===== src/design/hpi_pkg.sv =====
package hpi_pkg;

	localparam int TRIG_ITERATIONS_DEF        = 16;
	localparam int POSITION_FRACTION_BITS_DEF = 16;

	localparam int CORDIC_W    = 34;  // Q2.30 plus guard bits
	localparam int TRIG_W      = 18;  // cos and sin in Q.16, +/-65536 included
	localparam int ATAN_IDX_W  = 5;
	localparam int MUL_A_W     = 36;
	localparam int MUL_B_W     = 18;
	localparam int PROD_W      = MUL_A_W + MUL_B_W;
	localparam int SUM_W       = PROD_W + 2;
	localparam int WV_W        = 35;  // world velocity, Q.24
	localparam int POS_W       = 32;
	localparam int HEAD_W      = 16;
	localparam int DTJ_W       = 17;
	localparam int IN_DATA_W   = 136;
	localparam int OUT_DATA_W  = 184;

	localparam logic signed [CORDIC_W-1:0] CORDIC_GAIN_Q30 = 34'sd652032874;
	localparam logic [15:0] STEP_PERIOD_RESET = 16'd1311;

	typedef enum logic [1:0] {
		ST_IDLE,
		ST_TRIG,
		ST_MUL,
		ST_EMIT
	} state_t;

	// products run through the shared multiplier, in issue order
	typedef enum logic [3:0] {
		OP_IDLE,
		OP_VXC,
		OP_VYS,
		OP_VXS,
		OP_VYC,
		OP_WXDT,
		OP_WYDT,
		OP_CDT,
		OP_SDT,
		OP_WZDT
	} mul_op_t;

	typedef struct packed {
		logic signed [TRIG_W-1:0] cos_v;
		logic signed [TRIG_W-1:0] sin_v;
	} trig_t;

	// atan(2^-i) with a full turn at 2^32
	function automatic logic signed [CORDIC_W-1:0] atan_lookup(input logic [ATAN_IDX_W-1:0] i);
		case (i)
			5'd0:    atan_lookup = 34'sd536870912;
			5'd1:    atan_lookup = 34'sd316933406;
			5'd2:    atan_lookup = 34'sd167458907;
			5'd3:    atan_lookup = 34'sd85004756;
			5'd4:    atan_lookup = 34'sd42667331;
			5'd5:    atan_lookup = 34'sd21354465;
			5'd6:    atan_lookup = 34'sd10679838;
			5'd7:    atan_lookup = 34'sd5340245;
			5'd8:    atan_lookup = 34'sd2670163;
			5'd9:    atan_lookup = 34'sd1335087;
			5'd10:   atan_lookup = 34'sd667544;
			5'd11:   atan_lookup = 34'sd333772;
			5'd12:   atan_lookup = 34'sd166886;
			5'd13:   atan_lookup = 34'sd83443;
			5'd14:   atan_lookup = 34'sd41722;
			5'd15:   atan_lookup = 34'sd20861;
			5'd16:   atan_lookup = 34'sd10430;
			5'd17:   atan_lookup = 34'sd5215;
			5'd18:   atan_lookup = 34'sd2608;
			5'd19:   atan_lookup = 34'sd1304;
			5'd20:   atan_lookup = 34'sd652;
			5'd21:   atan_lookup = 34'sd326;
			5'd22:   atan_lookup = 34'sd163;
			5'd23:   atan_lookup = 34'sd81;
			default: atan_lookup = '0;
		endcase
	endfunction

	function automatic logic signed [TRIG_W-1:0] clamp_unit(input logic signed [CORDIC_W-1:0] v);
		if (v > 34'sd65536) begin
			clamp_unit = 18'sd65536;
		end else if (v < -34'sd65536) begin
			clamp_unit = -18'sd65536;
		end else begin
			clamp_unit = v[TRIG_W-1:0];
		end
	endfunction

	function automatic logic signed [POS_W-1:0] sat32(input logic signed [SUM_W-1:0] v);
		if ((&v[SUM_W-1:POS_W-1]) || !(|v[SUM_W-1:POS_W-1])) begin
			sat32 = v[POS_W-1:0];
		end else if (v[SUM_W-1]) begin
			sat32 = 32'sh8000_0000;
		end else begin
			sat32 = 32'sh7FFF_FFFF;
		end
	endfunction

endpackage


===== src/design/holonomic_pose_integrator.sv =====
// a step item runs the iterative sine-cosine and then nine products through one multiplier
// before its result is emitted; a load item goes straight to the emit state
// an item is taken only in idle, so a new item waits until the last one has been emitted
// reset: pose clears to zero, step_period returns to 1311, no result is pending
module holonomic_pose_integrator #(
	parameter int TRIG_ITERATIONS        = hpi_pkg::TRIG_ITERATIONS_DEF,
	parameter int POSITION_FRACTION_BITS = hpi_pkg::POSITION_FRACTION_BITS_DEF
) (
	input  logic                               clk,
	input  logic                               arst_n,
	input  logic                               cfg_wr_en,
	input  logic [15:0]                        cfg_wr_data,
	input  logic                               s_tvalid,
	output logic                               s_tready,
	// load_x, load_y, load_heading, vel_x, vel_y, yaw_rate
	input  logic [hpi_pkg::IN_DATA_W-1:0]      s_tdata,
	// func
	input  logic                               s_tuser,
	output logic                               m_tvalid,
	input  logic                               m_tready,
	// pose_x_out, pose_y_out, heading_out, yaw_to_x_gain, yaw_to_y_gain, dt_cos, dt_sin, zero pad
	output logic [hpi_pkg::OUT_DATA_W-1:0]     m_tdata
);
	import hpi_pkg::*;

	localparam int POS_SHIFT = 40 - POSITION_FRACTION_BITS;
	localparam logic signed [PROD_W:0] POS_BIAS = {{PROD_W{1'b0}}, 1'b1} << (POS_SHIFT - 1);

	state_t  state_q, state_nx;
	mul_op_t iss_q, cons_q, iss_nx;

	logic [15:0]              step_period_q;
	logic signed [POS_W-1:0]  pose_x_q, pose_y_q, gain_x_q, gain_y_q;
	logic signed [HEAD_W-1:0] pose_h_q;
	logic signed [DTJ_W-1:0]  dt_cos_q, dt_sin_q;
	logic signed [15:0]       vel_x_q, vel_y_q;
	logic signed [23:0]       yaw_rate_q;
	logic signed [WV_W-1:0]   wx_q, wy_q;
	logic                     m_tvalid_q;
	logic [OUT_DATA_W-1:0]    m_tdata_q;

	logic                     accept, cordic_start, cordic_done, emit_fire, out_free;
	trig_t                    trig;
	logic signed [MUL_A_W-1:0] mul_a;
	logic signed [MUL_B_W-1:0] mul_b, dt_op;
	logic signed [PROD_W-1:0]  p_s1;
	logic signed [PROD_W:0]    rnd_pos, d_pos, rnd16;
	logic signed [SUM_W-1:0]   d_ext, neg_d, pose_sum;
	logic signed [POS_W-1:0]   pose_sel;

	hpi_cordic #(
		.TRIG_ITERATIONS(TRIG_ITERATIONS)
	) u_cordic (
		.clk    (clk),
		.arst_n (arst_n),
		.start  (cordic_start),
		.heading(pose_h_q),
		.done   (cordic_done),
		.trig   (trig)
	);

	hpi_mul u_mul (
		.clk (clk),
		.a   (mul_a),
		.b   (mul_b),
		.p_s1(p_s1)
	);

	assign out_free = !m_tvalid_q || m_tready;

	// next state
	always_comb begin
		state_nx = state_q;
		case (state_q)
			ST_IDLE: begin
				if (accept) state_nx = s_tuser ? ST_TRIG : ST_EMIT;
			end
			ST_TRIG: begin
				if (cordic_done) state_nx = ST_MUL;
			end
			ST_MUL: begin
				if (cons_q == OP_WZDT) state_nx = ST_EMIT;
			end
			ST_EMIT: begin
				if (out_free) state_nx = ST_IDLE;
			end
			default: state_nx = ST_IDLE;
		endcase
	end

	// state outputs
	always_comb begin
		s_tready     = (state_q == ST_IDLE);
		accept       = s_tvalid && (state_q == ST_IDLE);
		cordic_start = accept && s_tuser;
		emit_fire    = (state_q == ST_EMIT) && out_free;
	end

	always_comb begin
		case (iss_q)
			OP_VXC:  iss_nx = OP_VYS;
			OP_VYS:  iss_nx = OP_VXS;
			OP_VXS:  iss_nx = OP_VYC;
			OP_VYC:  iss_nx = OP_WXDT;
			OP_WXDT: iss_nx = OP_WYDT;
			OP_WYDT: iss_nx = OP_CDT;
			OP_CDT:  iss_nx = OP_SDT;
			OP_SDT:  iss_nx = OP_WZDT;
			default: iss_nx = OP_IDLE;
		endcase
	end

	// operand select for the shared multiplier
	assign dt_op = MUL_B_W'(signed'({1'b0, step_period_q}));
	always_comb begin
		case (iss_q)
			OP_VXC:  begin mul_a = MUL_A_W'(vel_x_q);     mul_b = trig.cos_v; end
			OP_VYS:  begin mul_a = MUL_A_W'(vel_y_q);     mul_b = trig.sin_v; end
			OP_VXS:  begin mul_a = MUL_A_W'(vel_x_q);     mul_b = trig.sin_v; end
			OP_VYC:  begin mul_a = MUL_A_W'(vel_y_q);     mul_b = trig.cos_v; end
			OP_WXDT: begin mul_a = MUL_A_W'(wx_q);        mul_b = dt_op;      end
			OP_WYDT: begin mul_a = MUL_A_W'(wy_q);        mul_b = dt_op;      end
			OP_CDT:  begin mul_a = MUL_A_W'(trig.cos_v);  mul_b = dt_op;      end
			OP_SDT:  begin mul_a = MUL_A_W'(trig.sin_v);  mul_b = dt_op;      end
			OP_WZDT: begin mul_a = MUL_A_W'(yaw_rate_q);  mul_b = dt_op;      end
			default: begin mul_a = '0;                    mul_b = '0;         end
		endcase
	end

	// round half up of the product, then add into the position with saturation
	always_comb begin
		rnd_pos  = (PROD_W+1)'(p_s1) + POS_BIAS;
		d_pos    = rnd_pos >>> POS_SHIFT;
		d_ext    = SUM_W'(d_pos);
		neg_d    = -d_ext;
		pose_sel = (cons_q == OP_WYDT) ? pose_y_q : pose_x_q;
		pose_sum = d_ext + SUM_W'(pose_sel);
		rnd16    = (PROD_W+1)'(p_s1) + 55'sd32768;
	end

	always_ff @(posedge clk or negedge arst_n) begin
		if (!arst_n) begin
			state_q       <= ST_IDLE;
			iss_q         <= OP_IDLE;
			cons_q        <= OP_IDLE;
			step_period_q <= STEP_PERIOD_RESET;
			pose_x_q      <= '0;
			pose_y_q      <= '0;
			pose_h_q      <= '0;
			m_tvalid_q    <= 1'b0;
		end else begin
			state_q <= state_nx;
			if (cfg_wr_en) step_period_q <= cfg_wr_data;
			if (state_q == ST_TRIG && cordic_done) begin
				iss_q  <= OP_VXC;
				cons_q <= OP_IDLE;
			end else if (state_q == ST_MUL) begin
				iss_q  <= iss_nx;
				cons_q <= iss_q;
			end
			if (accept && !s_tuser) begin
				pose_x_q <= s_tdata[31:0];
				pose_y_q <= s_tdata[63:32];
				pose_h_q <= s_tdata[79:64];
			end else if (state_q == ST_MUL) begin
				case (cons_q)
					OP_WXDT: pose_x_q <= sat32(pose_sum);
					OP_WYDT: pose_y_q <= sat32(pose_sum);
					OP_WZDT: pose_h_q <= pose_h_q + rnd16[31:16];
					default: ;
				endcase
			end
			if (emit_fire) begin
				m_tvalid_q <= 1'b1;
			end else if (m_tready) begin
				m_tvalid_q <= 1'b0;
			end
		end
	end

	always_ff @(posedge clk) begin
		if (accept) begin
			vel_x_q    <= s_tdata[95:80];
			vel_y_q    <= s_tdata[111:96];
			yaw_rate_q <= s_tdata[135:112];
			if (!s_tuser) begin
				gain_x_q <= '0;
				gain_y_q <= '0;
				dt_cos_q <= '0;
				dt_sin_q <= '0;
			end
		end
		if (state_q == ST_MUL) begin
			case (cons_q)
				OP_VXC:  wx_q     <= WV_W'(p_s1);
				OP_VYS:  wx_q     <= wx_q - WV_W'(p_s1);
				OP_VXS:  wy_q     <= WV_W'(p_s1);
				OP_VYC:  wy_q     <= wy_q + WV_W'(p_s1);
				OP_WXDT: gain_y_q <= sat32(d_ext);
				OP_WYDT: gain_x_q <= sat32(neg_d);
				OP_CDT:  dt_cos_q <= rnd16[32:16];
				OP_SDT:  dt_sin_q <= rnd16[32:16];
				default: ;
			endcase
		end
		if (emit_fire) begin
			m_tdata_q <= {6'b0, dt_sin_q, dt_cos_q, gain_y_q, gain_x_q,
				pose_h_q, pose_y_q, pose_x_q};
		end
	end

	assign m_tvalid = m_tvalid_q;
	assign m_tdata  = m_tdata_q;

endmodule


===== src/design/hpi_mul.sv =====
module hpi_mul (
	input  logic                              clk,
	input  logic signed [hpi_pkg::MUL_A_W-1:0] a,
	input  logic signed [hpi_pkg::MUL_B_W-1:0] b,
	output logic signed [hpi_pkg::PROD_W-1:0]  p_s1
);
	import hpi_pkg::*;

	always_ff @(posedge clk) begin
		p_s1 <= a * b;
	end

endmodule


===== src/design/hpi_cordic.sv =====
module hpi_cordic #(
	parameter int TRIG_ITERATIONS = hpi_pkg::TRIG_ITERATIONS_DEF
) (
	input  logic                             clk,
	input  logic                             arst_n,
	input  logic                             start,
	input  logic signed [hpi_pkg::HEAD_W-1:0] heading,
	output logic                             done,
	output hpi_pkg::trig_t                   trig
);
	import hpi_pkg::*;

	localparam int ITW = $clog2(TRIG_ITERATIONS + 1);

	logic signed [CORDIC_W-1:0] x_q, y_q, z_q;
	logic signed [CORDIC_W-1:0] x_sh, y_sh, x_rnd, y_rnd, atan_v;
	logic signed [TRIG_W-1:0]   x_cl, y_cl;
	logic signed [HEAD_W:0]     h_ext, h_red;
	logic                       flip, flip_q;
	logic [ITW-1:0]             it_q;
	logic                       busy_q, done_q, last;
	trig_t                      trig_q;

	// fold into [-pi/2, pi/2]; the half turn negates both results
	always_comb begin
		h_ext = (HEAD_W+1)'(heading);
		flip  = 1'b0;
		h_red = h_ext;
		if (h_ext > 17'sd16384) begin
			h_red = h_ext - 17'sd32768;
			flip  = 1'b1;
		end else if (h_ext < -17'sd16384) begin
			h_red = h_ext + 17'sd32768;
			flip  = 1'b1;
		end
	end

	assign last   = busy_q && (it_q == ITW'(TRIG_ITERATIONS));
	assign x_sh   = x_q >>> it_q;
	assign y_sh   = y_q >>> it_q;
	assign atan_v = atan_lookup(ATAN_IDX_W'(it_q));
	assign x_rnd  = (x_q + 34'sd8192) >>> 14;
	assign y_rnd  = (y_q + 34'sd8192) >>> 14;
	assign x_cl   = clamp_unit(x_rnd);
	assign y_cl   = clamp_unit(y_rnd);

	always_ff @(posedge clk or negedge arst_n) begin
		if (!arst_n) begin
			busy_q <= 1'b0;
			done_q <= 1'b0;
			it_q   <= '0;
		end else begin
			done_q <= last;
			if (start) begin
				busy_q <= 1'b1;
				it_q   <= '0;
			end else if (last) begin
				busy_q <= 1'b0;
			end else if (busy_q) begin
				it_q <= it_q + ITW'(1);
			end
		end
	end

	always_ff @(posedge clk) begin
		if (start) begin
			x_q    <= CORDIC_GAIN_Q30;
			y_q    <= '0;
			z_q    <= CORDIC_W'(h_red) <<< 16;
			flip_q <= flip;
		end else if (busy_q && !last) begin
			if (!z_q[CORDIC_W-1]) begin
				x_q <= x_q - y_sh;
				y_q <= y_q + x_sh;
				z_q <= z_q - atan_v;
			end else begin
				x_q <= x_q + y_sh;
				y_q <= y_q - x_sh;
				z_q <= z_q + atan_v;
			end
		end
		if (last) begin
			trig_q.cos_v <= flip_q ? -x_cl : x_cl;
			trig_q.sin_v <= flip_q ? -y_cl : y_cl;
		end
	end

	assign done = done_q;
	assign trig = trig_q;

endmodule

===== config.mk =====
export PLATFORM = sky130hd
export DESIGN_NAME = holonomic_pose_integrator
export DESIGN_NICKNAME = d
export VERILOG_FILES = /design/src/design/hpi_pkg.sv /design/src/design/holonomic_pose_integrator.sv /design/src/design/hpi_mul.sv /design/src/design/hpi_cordic.sv
export SDC_FILE = /design/constraint.sdc
export NUM_CORES = 2
export LEC_CHECK = 0
export BUFFER_PORTS_ARGS = -buffer_cell sky130_fd_sc_hd__buf_2
export CORE_MARGIN = 2
export CORE_UTILIZATION = 45
export CTS_CLUSTER_DIAMETER = 80
export DETAILED_ROUTE_END_ITERATION = 10
export HOLD_SLACK_MARGIN = 0.15
export PLACE_DENSITY = 0.71
export REMOVE_ABC_BUFFERS = 1
export SYNTH_ARGS = -nofsm -noshare
export SYNTH_HDL_FRONTEND = slang
export SYNTH_SLANG_ARGS = --single-unit

===== constraint.sdc =====
create_clock -name clk -period 26.7 [get_ports clk]
set_input_delay 8.01 -clock clk [delete_from_list [all_inputs] [get_ports clk]]
set_output_delay 8.01 -clock clk [all_outputs]
set_load 0.005 [all_outputs]

==> flow_summary.ini <==
[clock_network]
clk_path_buf_depth = 3
cts_buffers = 81
clk_latency_ns = 0.75
clk_pin_slew_worst_paths_ns = 0.06
cts_tree = built
post_cts_resize_count = 0
clkSinkCount = 709
postCtsHoldBufs = 0
htreeDepth = 3
cts_root_buf = clkbuf_16
postCtsSetupBuffers = 0

[logic_synthesis]
ys_warn_count = 0
muxShareOfSynthArea_pct = 4.89
synth_xor_area_share_pct = 5.87
syn_area_um2 = 68500
synth_most_common_cell = inv_1
ys_types = 119
synth.largest_area_cell = fa_1
synth_seq_cells = 709
synth_top_family_by_area = adder cells
synthAdderAreaFrac_pct = 24.7
ys_async_sr_fraction_pct = 16.1
synth_edf_count = 359
synthTopCellsByCount = 898 x inv_1, 884 x nand2_1, 614 x fa_1, 600 x nor2_1, 444 x a21oi_1
yosysTopAreaCellShare_pct = 18.0
synth-seq-area-share_pct = 26.8
synth_flop_cell = edfxtp_1
yosys.area_share.simple_pct = 14.7
synth-compound-area-share_pct = 15.4
syn_area_per_cell_um2 = 9.08
synth_area_leaders = fa_1 18%, edfxtp_1 16%, dfxtp_1 6.9%, ha_1 6.7%, inv_1 4.9%
synthCells = 7543

[detailed_routing]
wl_per_cell_um = 22.7
final_antenna_net_count = 0
wl_um = 221000
detail_route.vias_per_cell = 5.95
drc = 0
dr_total_vias = 57940
detail_route.iter0.violations = 6469
drtPass1Iterations = 8

[worst_setup_path]
path_cells = buf_2, and2_4, nand2_1, inv_2, buf_4, nor2_1, nand4b_1, o211ai_1
cpMaxStageDelayCell = nand2_1
worstPathArrival_ns = 11.84
crit_required_ns = 27.18
crit_path_end_kind = flip-flop
r2r_cells = 29
crit_type = input port to flip-flop
cp_max_fo = 68
critPathMaxStageDelay_ns = 0.87
cp-start-kind = input port

[power]
cell_internal_pwr_mw = 1.81
cellLeakagePower_nw = 32.7
p_switching_mw = 0.536
clkPwrFrac_pct = 50.1
totalPowerFinal_mw = 2.34
p_sw_share_pct = 22.9
cellPowerDensity_nw_per_um2 = 31.4
ir_drop_uv = 45.5
pwr-share-seq_pct = 48.8
combPwrFrac_pct = 1.1

[timing]
grt_setup_unrepaired = no
finalHoldViolCount = 0
relSlewSlack_pct = 10.5
min_period_ns = 11.36
setup_tns_ns = 0
worstMarginPinSlew_ns = 1.33
drv_slew = 0
max_freq_ghz = 0.0881
setup_viol = 0
whs_ns = 0.364
period_share_pct = 42.5
fin_skew_ns = 0.0755

[placed_design]
place_hpwl_um = 169000
gp_congestion = 0.984
io_buffers = 337

[finish]
fillers = 14069
drive_above_1_share_pct = 10.9
syn_to_final_growth_pct = 8.91
regArea_um2 = 18400
multiInputGateArea_um2 = 45000
fin_util_pct = 49.2
final_nets = 8779
diodes = 0

[floorplan]
coreArea_um2 = 152000
dieArea_um2 = 155000
initial_core_util_pct = 45.2
die_w_um = 394
die_y_um = 394
io_pins = 344
rows = 143

[hold_path]
hold_class = flip-flop to flip-flop
hold_path_depth = 0

[global_route]
globalRouteOverflowTotal = 0
grt_pass1_wl_um = 337000
grt_pass1_vias = 56728
antenna_found_initial = 8
grt_max_degree = 85
gr-usage-all-layers_pct = 27.9

[flow_run]
cap_violations = 0

[status]
status = finished clean
==> worst max-delay path, delay by kind of cell <==
kind | cells | cell delay (ns)
AND/OR/NAND/NOR | 4 | 2.07
AO/OA/AOI/OAI | 1 | 0.10
buffers and inverters | 3 | 1.55
==> placed cells by master, fill, tap and decap left out, types with 81 or more instances in the layout <==
master / instances
buf_2: 336
fa_1: 614
nor3_1: 81
clkbuf_16: 84
a21o_1: 138
o22ai_1: 84
nor2_1: 595
edfxtp_1: 359
o21ai_0: 351
dfxtp_1: 236
buf_4: 101
nand3_1: 193
xnor2_1: 296
inv_1: 897
ha_1: 367
xor2_1: 163
dfrtp_1: 102
nand2_1: 882
a21oi_1: 442
==> state kept, by name, indices dropped and copies added (netlist names), 5 cells and up <==
signal         cells
dt_cos_q          17
pose_h_q          16
yaw_rate_q        24
u_cordic.z_q      34
vel_x_q           16
u_cordic.trig     36
vel_y_q           16
u_cordic.it_q      5
u_mul.p_s1        54
step_period_q     16
pose_y_q          32
m_tdata          178
dt_sin_q          17
wy_q              35
gain_x_q          32
u_cordic.x_q      34
pose_x_q          32
wx_q              35
gain_y_q          32
u_cordic.y_q      34
==> routing by layer <==
| metal | track usage, % | share of wire, % | routed length, um | vias up |
|---|---|---|---|---|
| met4 | 12.9 | 5.3 | 11700 | 10 |
| li1 | - | - | - | 25944 |
| met2 | 44.0 | 45 | 99800 | 3004 |
| met1 | 36.2 | 39 | 86600 | 28387 |
| met5 | 0 | 0.031 | 69 | - |
| met3 | 6.89 | 10 | 22600 | 595 |
==> power groups by stage <==
stage / logic [mW] / clock network, mW / registers [mW]
finish: 0.0259 / 1.17 / 1.14
floorplan: 0.00294 / 0 / 1.16
CTS: 0.0257 / 1.19 / 1.14
global placement: 0.0256 / 0 / 1.17
global route: 0.0278 / 1.23 / 1.14
detailed placement: 0.0256 / 0 / 1.17
==> layout make-up <==
type	instances	area share (%)
repair buffers	438	3.29
clock buffers	99	2.98
well taps	2030	3.41
clock inverters	53	0.844
flip-flops and latches	709	24.7
inverters	900	4.53
multi-input cells	5510	60.3
==> path summary, 6_finish.rpt <==
check                                          start                            to  slack [ns]
worst max-delay path                        s_tvalid    u_cordic.z_q[32]$_DFFE_PP_       15.34
worst min-delay path            dt_cos_q[13]$_DFF_P_        m_tdata[157]$_DFFE_PP_        0.36
worst max register to register  iss_q[3]$_DFFE_PN0P_        u_mul.p_s1[52]$_DFF_P_       16.25
worst min register to register  dt_cos_q[13]$_DFF_P_        m_tdata[157]$_DFFE_PP_        0.36
max in group asynchronous                     arst_n  u_cordic.it_q[1]$_DFFE_PN0P_       17.88
min in group asynchronous                     arst_n      pose_y_q[26]$_DFFE_PN0P_        7.31
==> cells by family (layout without fill, tap and decap cells) <==
family | count (synthesis) | after routing
other | 1 | 6
adder cells (fa/ha/maj) | 981 | 981
flip-flops | 709 | 709
AO/OA/AOI/OAI | 1628 | 1628
multiplexers | 220 | 220
XOR/XNOR | 459 | 459
AND/OR/NAND/NOR | 2216 | 2216
buffers and inverters | 1329 | 1490
==> metrics by stage <==
stage | instance area (um^2) | cells | setup slack, ns
final | 74600 | 9739 | 15.34
after global routing | 74600 | 9739 | 15.21
after CTS | 74600 | 9739 | 15.39
after detailed placement | 71700 | 9587 | 14.65
after global placement | 71700 | 9587 | 14.78
after floorplan | 66600 | 7119 | 11.81
(Power assumes the default switching activity.)
